**src/hdl/ttt_pkg.sv**
```systemverilog
// ttt_pkg: shared constants, codes and structs for the tick task timer table.
// No dependencies; imported by the interfaces, the slot cell and the top level.
package ttt_pkg;

  localparam int unsigned NumSlots   = 8;
  localparam int unsigned CountWidth = 16;
  localparam int unsigned IdxW       = 3;
  localparam int unsigned FieldW     = 16;

  typedef enum logic [2:0] {
    CMD_TICK    = 3'd0,
    CMD_ADD     = 3'd1,
    CMD_START   = 3'd2,
    CMD_STOP    = 3'd3,
    CMD_REMOVE  = 3'd4,
    CMD_SETIV   = 3'd5,
    CMD_ENABLE  = 3'd6,
    CMD_DISABLE = 3'd7
  } ttt_cmd_e;

  typedef enum logic [1:0] {
    KIND_DUE   = 2'd0,
    KIND_ADDED = 2'd1,
    KIND_FULL  = 2'd2
  } ttt_kind_e;

  // Broadcast from the control to every cell.
  typedef struct packed {
    logic                  add;
    logic                  start;
    logic                  stop;
    logic                  remove;
    logic                  setiv;
    logic                  step;
    logic [IdxW-1:0]       slot;
    logic [CountWidth-1:0] delay;
    logic [CountWidth-1:0] interval;
  } ttt_op_t;

  // Handed from each cell to the next higher one.
  typedef struct packed {
    logic            free_seen;
    logic [IdxW-1:0] add_idx;
    logic            emit;
    logic [IdxW-1:0] emit_idx;
    logic            emit_last;
  } ttt_chain_t;

endpackage

```
**src/hdl/ttt_if.sv**
```systemverilog
// ttt_if: valid/ready channel interfaces for commands and results.
// Depends on ttt_pkg for the field widths.
interface ttt_cmd_if import ttt_pkg::*; ();
  logic              valid;
  logic              ready;
  logic [2:0]        command;
  logic [IdxW-1:0]   slot;
  logic [FieldW-1:0] delay;
  logic [FieldW-1:0] interval;

  modport source (output valid, command, slot, delay, interval, input ready);
  modport sink   (input valid, command, slot, delay, interval, output ready);
endinterface

interface ttt_res_if import ttt_pkg::*; ();
  logic            valid;
  logic            ready;
  logic [1:0]      kind;
  logic [IdxW-1:0] slot_index;
  logic            last;

  modport source (output valid, kind, slot_index, last, input ready);
  modport sink   (input valid, kind, slot_index, last, output ready);
endinterface

```
**src/hdl/ttt_cell.sv**
```systemverilog
// ttt_cell: one timer slot with its flags, countdown, reload value and tick token.
// Depends on ttt_pkg for the broadcast op and the neighbor chain struct.
module ttt_cell import ttt_pkg::*; (
  input  logic            clk_i,
  input  logic            rst_ni,
  input  ttt_op_t         op_i,
  input  logic [IdxW-1:0] idx_i,
  input  logic            tok_i,
  input  ttt_chain_t      chain_i,
  input  logic            due_hi_i,
  output logic            tok_o,
  output ttt_chain_t      chain_o,
  output logic            due_hi_o
);

  logic                  used_q, used_d;
  logic                  run_q, run_d;
  logic                  tok_q, tok_d;
  logic [CountWidth-1:0] cnt_q, cnt_d;
  logic [CountWidth-1:0] rld_q, rld_d;
  logic                  take, hit, due, act;

  assign take = op_i.add & ~used_q & ~chain_i.free_seen;
  assign hit  = (op_i.slot == idx_i);
  assign due  = used_q & run_q & (cnt_q == '0);
  assign act  = tok_q & op_i.step;

  always_comb begin
    chain_o.free_seen = chain_i.free_seen | ~used_q;
    chain_o.add_idx   = take ? idx_i : chain_i.add_idx;
    chain_o.emit      = chain_i.emit | (tok_q & due);
    chain_o.emit_idx  = (tok_q & due) ? idx_i : chain_i.emit_idx;
    chain_o.emit_last = (tok_q & due) ? ~due_hi_i : chain_i.emit_last;
  end

  assign due_hi_o = due_hi_i | due;
  assign tok_o    = tok_q;

  always_comb begin
    used_d = used_q;
    run_d  = run_q;
    cnt_d  = cnt_q;
    rld_d  = rld_q;
    tok_d  = op_i.step ? tok_i : tok_q;
    if (take) begin
      used_d = 1'b1;
      run_d  = 1'b1;
      cnt_d  = op_i.delay;
      rld_d  = op_i.interval;
    end
    if (op_i.start && hit) begin
      run_d = 1'b1;
      cnt_d = rld_q;
    end
    if (op_i.stop && hit)   run_d  = 1'b0;
    if (op_i.remove && hit) used_d = 1'b0;
    if (op_i.setiv && hit)  rld_d  = op_i.interval;
    // Visit: fire and reload or free, else count down.
    if (act && used_q && run_q) begin
      if (due) begin
        if (rld_q != '0) cnt_d = rld_q;
        else used_d = 1'b0;
      end else begin
        cnt_d = cnt_q - CountWidth'(1);
      end
    end
  end

  always_ff @(posedge clk_i or negedge rst_ni) begin
    if (!rst_ni) begin
      used_q <= 1'b0;
      run_q  <= 1'b0;
      tok_q  <= 1'b0;
    end else begin
      used_q <= used_d;
      run_q  <= run_d;
      tok_q  <= tok_d;
    end
  end

  always_ff @(posedge clk_i) begin
    cnt_q <= cnt_d;
    rld_q <= rld_d;
  end

endmodule

```
**src/hdl/tick_task_timer_table.sv**
```systemverilog
// tick_task_timer_table: top level with command decode, result register and
// a row of ttt_cell slots. Depends on ttt_pkg, ttt_if and ttt_cell.
//
//  channel  dir  handshake           payload
//  cmd_i    in   valid/ready         command, slot, delay, interval
//  res_o    out  valid/ready         kind, slot_index, last
//
// Add, start, stop, remove, set interval, enable and disable complete in the
// cycle of their transfer; add loads one result into the output register.
// An enabled tick passes a token through the cells, one slot per cycle, so it
// holds the command channel until the token leaves the highest slot.
// The token advances only while the result register is empty or being taken,
// so a stalled result stalls the sweep. A command transfer also needs that
// register free. Reset clears all flags and enables the scheduler.
module tick_task_timer_table import ttt_pkg::*; (
  input  logic      clk_i,
  input  logic      rst_ni,
  ttt_cmd_if.sink   cmd_i,
  ttt_res_if.source res_o
);

  logic                busy_q, busy_d;
  logic                en_q, en_d;
  logic                out_valid_q, out_valid_d;
  logic [1:0]          kind_q, kind_d;
  logic [IdxW-1:0]     idx_q, idx_d;
  logic                last_q, last_d;
  logic                room, acc, tick_go, sweep_end;
  ttt_op_t             op;
  ttt_chain_t          chain [NumSlots+1];
  logic [NumSlots:0]   due_hi;
  logic [NumSlots:0]   tok;

  // The result register is free when empty or being drained this cycle.
  assign room        = ~out_valid_q | res_o.ready;
  assign cmd_i.ready = ~busy_q & room;
  assign acc         = cmd_i.valid & cmd_i.ready;
  assign tick_go     = acc & (cmd_i.command == CMD_TICK) & en_q;

  always_comb begin
    op.add      = acc & (cmd_i.command == CMD_ADD);
    op.start    = acc & (cmd_i.command == CMD_START);
    op.stop     = acc & (cmd_i.command == CMD_STOP);
    op.remove   = acc & (cmd_i.command == CMD_REMOVE);
    op.setiv    = acc & (cmd_i.command == CMD_SETIV);
    op.step     = room;
    op.slot     = cmd_i.slot;
    op.delay    = CountWidth'(cmd_i.delay);
    op.interval = CountWidth'(cmd_i.interval);
  end

  // Chain ends: nothing below the lowest slot, nothing above the highest.
  assign chain[0]         = '0;
  assign tok[0]           = tick_go;
  assign due_hi[NumSlots] = 1'b0;

  for (genvar g = 0; g < NumSlots; g++) begin : g_cell
    ttt_cell u_cell (
      .clk_i    (clk_i),
      .rst_ni   (rst_ni),
      .op_i     (op),
      .idx_i    (IdxW'(g)),
      .tok_i    (tok[g]),
      .chain_i  (chain[g]),
      .due_hi_i (due_hi[g+1]),
      .tok_o    (tok[g+1]),
      .chain_o  (chain[g+1]),
      .due_hi_o (due_hi[g])
    );
  end

  // The sweep ends when the token leaves the highest slot.
  assign sweep_end = tok[NumSlots] & room;

  always_comb begin
    busy_d = busy_q;
    if (tick_go) busy_d = 1'b1;
    else if (sweep_end) busy_d = 1'b0;
  end

  always_comb begin
    en_d = en_q;
    if (acc) begin
      unique case (cmd_i.command)
        CMD_ENABLE:  en_d = 1'b1;
        CMD_DISABLE: en_d = 1'b0;
        default:     en_d = en_q;
      endcase
    end
  end

  // Load on add or on a visited due slot; drop once taken.
  always_comb begin
    out_valid_d = out_valid_q & ~res_o.ready;
    kind_d      = kind_q;
    idx_d       = idx_q;
    last_d      = last_q;
    if (op.add) begin
      out_valid_d = 1'b1;
      last_d      = 1'b1;
      if (chain[NumSlots].free_seen) begin
        kind_d = KIND_ADDED;
        idx_d  = chain[NumSlots].add_idx;
      end else begin
        kind_d = KIND_FULL;
        idx_d  = '0;
      end
    end else if (room && chain[NumSlots].emit) begin
      out_valid_d = 1'b1;
      kind_d      = KIND_DUE;
      idx_d       = chain[NumSlots].emit_idx;
      last_d      = chain[NumSlots].emit_last;
    end
  end

  always_ff @(posedge clk_i or negedge rst_ni) begin
    if (!rst_ni) begin
      busy_q      <= 1'b0;
      en_q        <= 1'b1;
      out_valid_q <= 1'b0;
    end else begin
      busy_q      <= busy_d;
      en_q        <= en_d;
      out_valid_q <= out_valid_d;
    end
  end

  always_ff @(posedge clk_i) begin
    kind_q <= kind_d;
    idx_q  <= idx_d;
    last_q <= last_d;
  end

  assign res_o.valid      = out_valid_q;
  assign res_o.kind       = kind_q;
  assign res_o.slot_index = idx_q;
  assign res_o.last       = last_q;

`ifndef SYNTHESIS
  a_one_token: assert property (@(posedge clk_i) disable iff (!rst_ni)
    $onehot0(tok[NumSlots:1]))
    else $error("more than one cell holds the tick token");

  a_token_busy: assert property (@(posedge clk_i) disable iff (!rst_ni)
    (tok[NumSlots:1] != '0) |-> busy_q)
    else $error("tick token present while idle");

  a_add_result: assert property (@(posedge clk_i) disable iff (!rst_ni)
    op.add |=> (res_o.valid && res_o.last && (res_o.kind != KIND_DUE)))
    else $error("add did not produce its result");

  a_tick_start: assert property (@(posedge clk_i) disable iff (!rst_ni)
    tick_go |=> (busy_q && tok[1]))
    else $error("tick did not start the sweep at the lowest slot");
`endif

endmodule
```
**src/flat_wrapper.sv**
```systemverilog
// flat-port wrapper written by rule: the top's interface ports become plain ports
module tick_task_timer_table_flat import ttt_pkg::*;
  (clk_i, rst_ni, cmd_i_valid, cmd_i_command, cmd_i_slot, cmd_i_delay, cmd_i_interval, cmd_i_ready, res_o_valid, res_o_kind, res_o_slot_index, res_o_last, res_o_ready);
  ttt_cmd_if cmd_i_i ();
  ttt_res_if res_o_i ();
  input  logic clk_i;
  input  logic rst_ni;
  input wire logic [$bits(cmd_i_i.valid)-1:0] cmd_i_valid;
  input wire logic [$bits(cmd_i_i.command)-1:0] cmd_i_command;
  input wire logic [$bits(cmd_i_i.slot)-1:0] cmd_i_slot;
  input wire logic [$bits(cmd_i_i.delay)-1:0] cmd_i_delay;
  input wire logic [$bits(cmd_i_i.interval)-1:0] cmd_i_interval;
  output wire logic [$bits(cmd_i_i.ready)-1:0] cmd_i_ready;
  output wire logic [$bits(res_o_i.valid)-1:0] res_o_valid;
  output wire logic [$bits(res_o_i.kind)-1:0] res_o_kind;
  output wire logic [$bits(res_o_i.slot_index)-1:0] res_o_slot_index;
  output wire logic [$bits(res_o_i.last)-1:0] res_o_last;
  input wire logic [$bits(res_o_i.ready)-1:0] res_o_ready;
  assign cmd_i_i.valid = cmd_i_valid;
  assign cmd_i_i.command = cmd_i_command;
  assign cmd_i_i.slot = cmd_i_slot;
  assign cmd_i_i.delay = cmd_i_delay;
  assign cmd_i_i.interval = cmd_i_interval;
  assign cmd_i_ready = cmd_i_i.ready;
  assign res_o_valid = res_o_i.valid;
  assign res_o_kind = res_o_i.kind;
  assign res_o_slot_index = res_o_i.slot_index;
  assign res_o_last = res_o_i.last;
  assign res_o_i.ready = res_o_ready;
  tick_task_timer_table u_core (.clk_i(clk_i), .rst_ni(rst_ni), .cmd_i(cmd_i_i), .res_o(res_o_i));
endmodule
```
**config.mk**
```make
export PLATFORM = sky130hd
export DESIGN_NAME = tick_task_timer_table_flat
export DESIGN_NICKNAME = d
export VERILOG_FILES = /design/src/hdl/ttt_pkg.sv /design/src/hdl/ttt_if.sv /design/src/hdl/ttt_cell.sv /design/src/hdl/tick_task_timer_table.sv /design/src/flat_wrapper.sv
export SDC_FILE = /design/constraint.sdc
export NUM_CORES = 1
export LEC_CHECK = 0
export BUFFER_PORTS_ARGS = -buffer_cell sky130_fd_sc_hd__buf_2
export CORE_MARGIN = 4
export CORE_UTILIZATION = 35
export DETAILED_ROUTE_END_ITERATION = 10
export GPL_TIMING_DRIVEN = 0
export SKIP_LAST_GASP = 1
export SLEW_MARGIN = 20
export SYNTH_ARGS = -nofsm -noshare
export SYNTH_HDL_FRONTEND = slang
export SYNTH_SLANG_ARGS = --single-unit
```
**constraint.sdc**
```tcl
create_clock -name clk_i -period 3.1 [get_ports clk_i]
set_input_delay 0.155 -clock clk_i [delete_from_list [all_inputs] [get_ports clk_i]]
set_output_delay 0.155 -clock clk_i [all_outputs]
set_load 0.03 [all_outputs]
```
==> flow_summary.ini, run 1 <==
[final_layout]
fin_util_pct = 40.66
layout.cells.non_filler = 2460
finalNetCount = 1898
multiInputGateArea_um2 = 8219
nFillCells = 4441
area_growth_pct = 14.02
seq_area_um2 = 7253
drive_gt1_share_pct = 7.994
finish.instance_area_um2 = 18100

[synthesis]
synth_area_um2 = 15870
synthDistinctLibCells = 81
async_flop_share_pct = 9.343
synthFlopType = edfxtp_1
syn_nets = 1827
netlist_instances = 1769
yosysSeqAreaShare_pct = 45.69
synth-seq-cells = 289
synth_edf_count = 133
syn-mean-instance-area_um2 = 8.973
yosysWarnings = 0

[placement]
dp.cells = 2396
gp_congestion = 0.9629
dpl.hpwl_um = 39090
port-buffer-count = 33
dpl-instance-area_um2 = 16830
pre_cts_ws_ns = -0.4834

[sta]
layout_worst_path_cycle_share_pct = 97.14
fin_ws_ns = 0.08877
slew_viol_final = 0
finalCriticalPeriod_ns = 3.011
clock_skew_ns = 0.008787
fmax_ghz = 0.3321
slew_headroom_pct = 16.97
tightestPinTransition_ns = 1.246
setup_violations = 0
finalHoldViolCount = 0

[global_route]
grt_pass1_wl_um = 86790
grt_pass1_vias = 13930
grt_max_degree = 28
grt_use_total_pct = 22.66
antenna_found_initial = 6
overflow = 0

[drt]
vias = 14760
ant_nets = 0
drt-total-wl_um = 58240
drt-pass1-iter-count = 5
drc = 0
via_per_inst = 6.000
first_iter_violations = 1890
wire_per_inst_um = 23.67

[min_path]
hp-start = cmd_i_interval[11]
hold-path-cell-count = 1
worstHoldPathType = input port to register
hold_end = u_core.g_cell[6].u_cell.rld_q[11]$_DFFE_PP_

[run_status]
outcome = finished, final reports clean

[floorplan]
start_util_pct = 35.66
io_pins = 50
core-area_um2 = 44510
die_x_um = 221.0
fp.dieArea_um2 = 48830
core.rowCount = 77
dieHeight_um = 221.0

[power]
power_density_nw_per_um2 = 704.0
power_uw = 12740
peakVddDrop_mv = 0.4026
leakage_uw = 0.006432

[critical_path]
endpoint_kind = register
cp-start-kind = register
ff2ff_path_depth = 7
r2r-end = u_core.g_cell[1].u_cell.rld_q[13]$_DFFE_PP_
worst_ep_required_time_ns = 3.30
r2r_slack_ns = 0.09
crit_fanout = 16
crit_type = register to register
arrival_ns = 3.22
rr_startpoint = u_core.res_o.valid$_DFF_PN0_

[job]
max_cap_viol_count = 0

[clock_tree]
cts_sinks = 289
htreeDepth = 1
cts_tree = yes
cts_root_buf = clkbuf_16
clkLatencyLatePin_ns = 0.57
cts_buffers = 31
clock_path_buffers = 3
clk_pin_slew_ns = 0.06
flip-flops by register name, summed over array words and instances, names as in the netlist:
| register | count |
|---|---|
| u_core.g_cell.u_cell.tok_o | 8 |
| u_core.res_o.last | 1 |
| u_core.res_o.slot_index | 3 |
| u_core.g_cell.u_cell.run_q | 8 |
| u_core.res_o.kind | 2 |
| u_core.g_cell.u_cell.used_q | 8 |
| u_core.busy_q | 1 |
| u_core.g_cell.u_cell.rld_q | 128 |
| u_core.g_cell.u_cell.cnt_q | 128 |
| u_core.res_o.valid | 1 |
| u_core.en_q | 1 |
worst max-delay path, stage by stage, from the launching register on:
cell,delay (ns)
dfrtp_1,0.44
nor2b_1,0.16
clkbuf_1,0.22
nor2_1,0.41
nand2_1,0.10
nor2_1,0.21
nand3_2,0.47
o21ai_4,0.63
layer usage:
layer  track usage (%)  vias up  share of wire, %
met5                 0        -             0.019
met4             9.402        2               4.0
met3             3.936      119               9.5
met2             34.89      827                44
met1             31.64     7083                42
li1                  -     6729                 -
Yosys cell counts (8+ instances only):
cell type | number | share of area [%]
a22oi_1 | 11 | 0.52
xor2_1 | 42 | 2.3
edfxtp_1 | 133 | 25
ha_1 | 16 | 1.3
a31oi_1 | 23 | 0.91
inv_1 | 26 | 0.61
o211ai_1 | 16 | 0.76
nand2b_1 | 13 | 0.51
nand3_1 | 47 | 1.5
o22ai_1 | 74 | 2.9
o32a_1 | 9 | 0.57
a21oi_1 | 75 | 2.4
nor2_1 | 158 | 3.7
nor3_1 | 52 | 1.6
nand2_1 | 239 | 5.7
nand4_1 | 18 | 0.71
and3_1 | 18 | 0.71
nand3b_1 | 10 | 0.47
a211oi_1 | 14 | 0.66
clkbuf_1 | 88 | 2.1
xnor2_1 | 56 | 3.1
o21bai_1 | 8 | 0.38
o21ai_0 | 162 | 5.1
mux2i_1 | 76 | 4.8
or3_1 | 25 | 0.99
buf_2 | 9 | 0.28
or4_1 | 15 | 0.71
dfrtp_1 | 26 | 4.1
nor2b_1 | 8 | 0.32
dfxtp_1 | 129 | 16
nor4_1 | 59 | 2.3
per-stage QoR:
| stage | hold WS (ns) | TNS, ns |
|---|---|---|
| 2_1_floorplan | -0.1406 | -17.63 |
| 3_3_place_gp | 0.2325 | -93.48 |
| 3_5_place_dp | 0.2367 | -16.32 |
| 4_1_cts | 0.005509 | -15.45 |
| 5_1_grt | 0.01866 | -0.03202 |
| 6_report | 0.04793 | 0 |
timing repair:
| item | 4_1_cts | 5_1_grt |
|---|---|---|
| hold endpoints to repair | 27 | 0 |
| setup endpoints to repair | 101 | 124 |
| hold buffers | 3 | 0 |
| resized for setup | 3 | 17 |
| buffers inserted | 0 | 3 |
| pin swaps | 0 | 3 |
kinds of logic (layout without fill, tap and decap cells):
| logic type | count (synthesis) | count (layout) | share of synthesized area, % |
|---|---|---|---|
| simple gates | 706 | 706 | 21.92 |
| compound gates | 452 | 452 | 17.43 |
| flops | 289 | 289 | 45.69 |
| buf+inv | 130 | 225 | 3.287 |
| xor+xnor | 98 | 98 | 5.407 |
| mux | 78 | 78 | 5.005 |
| fa+ha+maj | 16 | 16 | 1.261 |
| other cells | 0 | 4 | 0 |
cell type report:
class / instances / area share, %
Multi-Input combinational cell: 1350 / 45.41
Sequential cell: 289 / 40.07
Clock buffer: 37 / 4.410
Tap cell: 592 / 4.092
Buffer: 100 / 2.274
Clock inverter: 20 / 1.797
Timing Repair Buffer: 41 / 1.327
Inverter: 27 / 0.5599
Antenna cell: 4 / 0.05530
worst max-delay path by stage:
stage	from	depth (start not counted)	endpoint
floorplan	u_core.res_o.valid$_DFF_PN0_	7	u_core.g_cell[0].u_cell.rld_q[0]$_DFFE_PP_
global placement	u_core.res_o.valid$_DFF_PN0_	7	u_core.g_cell[0].u_cell.rld_q[11]$_DFFE_PP_
detailed placement	u_core.g_cell[4].u_cell.cnt_q[7]$_DFF_P_	7	u_core.res_o.slot_index[1]$_DFFE_PP_
CTS	u_core.res_o.valid$_DFF_PN0_	7	u_core.g_cell[5].u_cell.rld_q[10]$_DFFE_PP_
global route	u_core.res_o.valid$_DFF_PN0_	7	u_core.g_cell[2].u_cell.rld_q[10]$_DFFE_PP_
finish	u_core.res_o.valid$_DFF_PN0_	7	u_core.g_cell[1].u_cell.rld_q[13]$_DFFE_PP_
power breakdown:
part | internal [uW] | total [uW] | switching, uW
Sequential | 4720 | 5550 | 839
Clock | 2570 | 4130 | 1550
Combinational | 1410 | 3060 | 1650
Total | 8700 | 12700 | 4040
placed cells by master, fill, tap and decap left out, types with 7 or more instances in the layout:
| cell | instances |
|---|---|
| o22ai_1 | 74 |
| o32ai_1 | 7 |
| o211ai_1 | 16 |
| and4_1 | 7 |
| nor3_1 | 48 |
| nor2_1 | 157 |
| mux2i_1 | 76 |
| or3_1 | 25 |
| clkbuf_16 | 31 |
| nor2b_1 | 8 |
| nand4_1 | 18 |
| o21ai_0 | 156 |
| edfxtp_1 | 133 |
| buf_2 | 42 |
| xnor2_1 | 56 |
| nand2_1 | 239 |
| nor4_1 | 57 |
| clkbuf_1 | 89 |
| nand2b_1 | 13 |
| or4_1 | 15 |
| bufinv_16 | 9 |
| xor2_1 | 42 |
| and3_1 | 18 |
| nand3_1 | 46 |
| ha_1 | 16 |
| a21oi_1 | 75 |
| inv_1 | 26 |
| dfxtp_1 | 129 |
| a211oi_1 | 14 |
| nand3b_1 | 10 |
| a22oi_1 | 11 |
| a31oi_1 | 23 |
| o32a_1 | 9 |
| dfrtp_1 | 26 |
No activity file was read; power rests on OpenSTA's default activity.
==> inputs of run 2 (changes only) <==
SETUP_SLACK_MARGIN = 0.4   (was not set)
==> flow_summary.ini, run 2 (synthesized netlist as in run 1, its figures left out) <==
[clock_tree]
cts_sinks = 289
cts_buffers = 31
cts_root_buf = clkbuf_16
cts_tree = yes
htreeDepth = 1
clock_path_buffers = 3
clk_pin_slew_ns = 0.06
clkLatencyLatePin_ns = 0.59

[global_route]
grt_pass1_wl_um = 86710
grt_max_degree = 28
overflow = 0
grt_use_total_pct = 22.82
antenna_found_initial = 2
grt_pass1_vias = 13737

[sta]
slew_headroom_pct = 13.55
layout_worst_path_cycle_share_pct = 85.79
fin_ws_ns = 0.4405
setup_violations = 0
tightestPinTransition_ns = 1.297
rsz0062_at_grt = true
finalCriticalPeriod_ns = 2.660
slew_viol_final = 0
finalHoldViolCount = 0
clock_skew_ns = 0.01040
tns_ns = 0
fmax_ghz = 0.3760

[drt]
ant_nets = 0
via_per_inst = 6.062
drt-total-wl_um = 58980
wire_per_inst_um = 23.84
first_iter_violations = 1862
drt-pass1-iter-count = 6
vias = 14997
drc = 0

[critical_path]
arrival_ns = 2.92
cpMaxStageDelayCell = dfrtp_1
worst_ep_required_time_ns = 3.36
cp_top_family = simple AND/OR/NAND/NOR gates
cp-start-kind = register
rr_startpoint = u_core.res_o.valid$_DFF_PN0_
worstPathCellList = nand2b_2 -> and4_1 -> buf_2 -> nand2_1 -> or3_1 -> clkbuf_2 -> o21ai_0 -> nor4_1 -> o21ai_0
cp-startpoint = u_core.res_o.valid$_DFF_PN0_
cp_common_cell = o21ai_0
crit_type = register to register
slowest_delay_ns = 0.46
endpoint_kind = register
crit_fanout = 8
crit_buf_inv = 2

[job]
max_cap_viol_count = 0

[power]
leakage_uw = 0.006613
power_density_nw_per_um2 = 677.3
peakVddDrop_mv = 0.4430

[floorplan]
io_pins = 50
fp.dieArea_um2 = 48830
core-area_um2 = 44510
start_util_pct = 35.66
dieHeight_um = 221.0
die_x_um = 221.0
core.rowCount = 77

[final_layout]
reg_top3 = u_core.g_cell.u_cell.cnt_q: 128 flops, u_core.g_cell.u_cell.rld_q: 128 flops
final_cell_mix = nand2_1 (239), o21ai_0 (156), nor2_1 (153)
fin_util_pct = 41.42
mostFrequentLayoutCell = nand2_1
area_growth_pct = 16.13
finish.instance_area_um2 = 18440
finalNetCount = 1914
drive_gt1_share_pct = 10.47

[placement]
dpl.hpwl_um = 39450
dpl-instance-area_um2 = 16810
gp_congestion = 0.9316
port-buffer-count = 33
pre_cts_ws_ns = -0.5539

[min_path]
hp-start = cmd_i_interval[7]
worstHoldPathType = input port to register

[run_status]
outcome = finished, final reports clean
-- run 2: cell type report --
| type | instances | area [um2] |
|---|---|---|
| Fill cell | 4377 | 26080 |
| Multi-Input combinational cell | 1350 | 8407 |
| Sequential cell | 289 | 7253 |
| Antenna cell | 1 | 2.502 |
| Clock inverter | 16 | 158.9 |
| Timing Repair Buffer | 54 | 455.4 |
| Inverter | 27 | 101.3 |
| Tap cell | 592 | 740.7 |
| Buffer | 103 | 449.2 |
| Clock buffer | 42 | 867.1 |
-- run 2: where the power goes --
| group | internal (uW) | leakage, uW | switching, uW |
|---|---|---|---|
| logic | 1460 | 0.00348 | 1660 |
| registers | 4710 | 0.00262 | 872 |
| clock network | 2200 | 0.000510 | 1590 |
-- run 2: what timing repair did --
item,in CTS,in global routing
cloned,0,0
endpoints found under the setup margin,228,214
pin swaps,10,3
endpoints found under the hold margin,27,0
setup buffers,17,1
resized for setup,29,47
hold buffers,3,0
-- run 2: final timing paths --
kind | end | slack, ns | depth (start not counted)
setup reg to reg | u_core.res_o.slot_index[0]$_DFFE_PP_ | 0.44 | 9
max in group asynchronous | u_core.g_cell[4].u_cell.run_q$_DFFE_PN0P_ | 2.39 | 2
min in group asynchronous | u_core.g_cell[6].u_cell.used_q$_DFF_PN0_ | 0.23 | 2
hold / removal | u_core.g_cell[7].u_cell.rld_q[7]$_DFFE_PP_ | 0.03 | 1
setup / recovery | u_core.res_o.slot_index[0]$_DFFE_PP_ | 0.44 | 9
hold reg to reg | u_core.g_cell[3].u_cell.cnt_q[10]$_DFF_P_ | 0.48 | 2
-- run 2: per-layer routing --
layer | GRT usage (%) | wire (um) | vias to the layer above
li1 | - | - | 6770
met1 | 31.91 | 24700 | 7247
met2 | 35.27 | 26010 | 822
met3 | 2.849 | 5146 | 154
met4 | 10.81 | 3094 | 4
met5 | 0 | 31 | -
-- run 2: stage by stage --
step / hold WS [ns] / total power (uW) / cells
floorplan: -0.1406 / 7705 / 1769
global placement: 0.2353 / 8422 / 2394
detailed placement: 0.2440 / 8522 / 2394
CTS: 0.01297 / 12380 / 2472
global route: 0.007989 / 13130 / 2473
finish: 0.03218 / 12490 / 2474
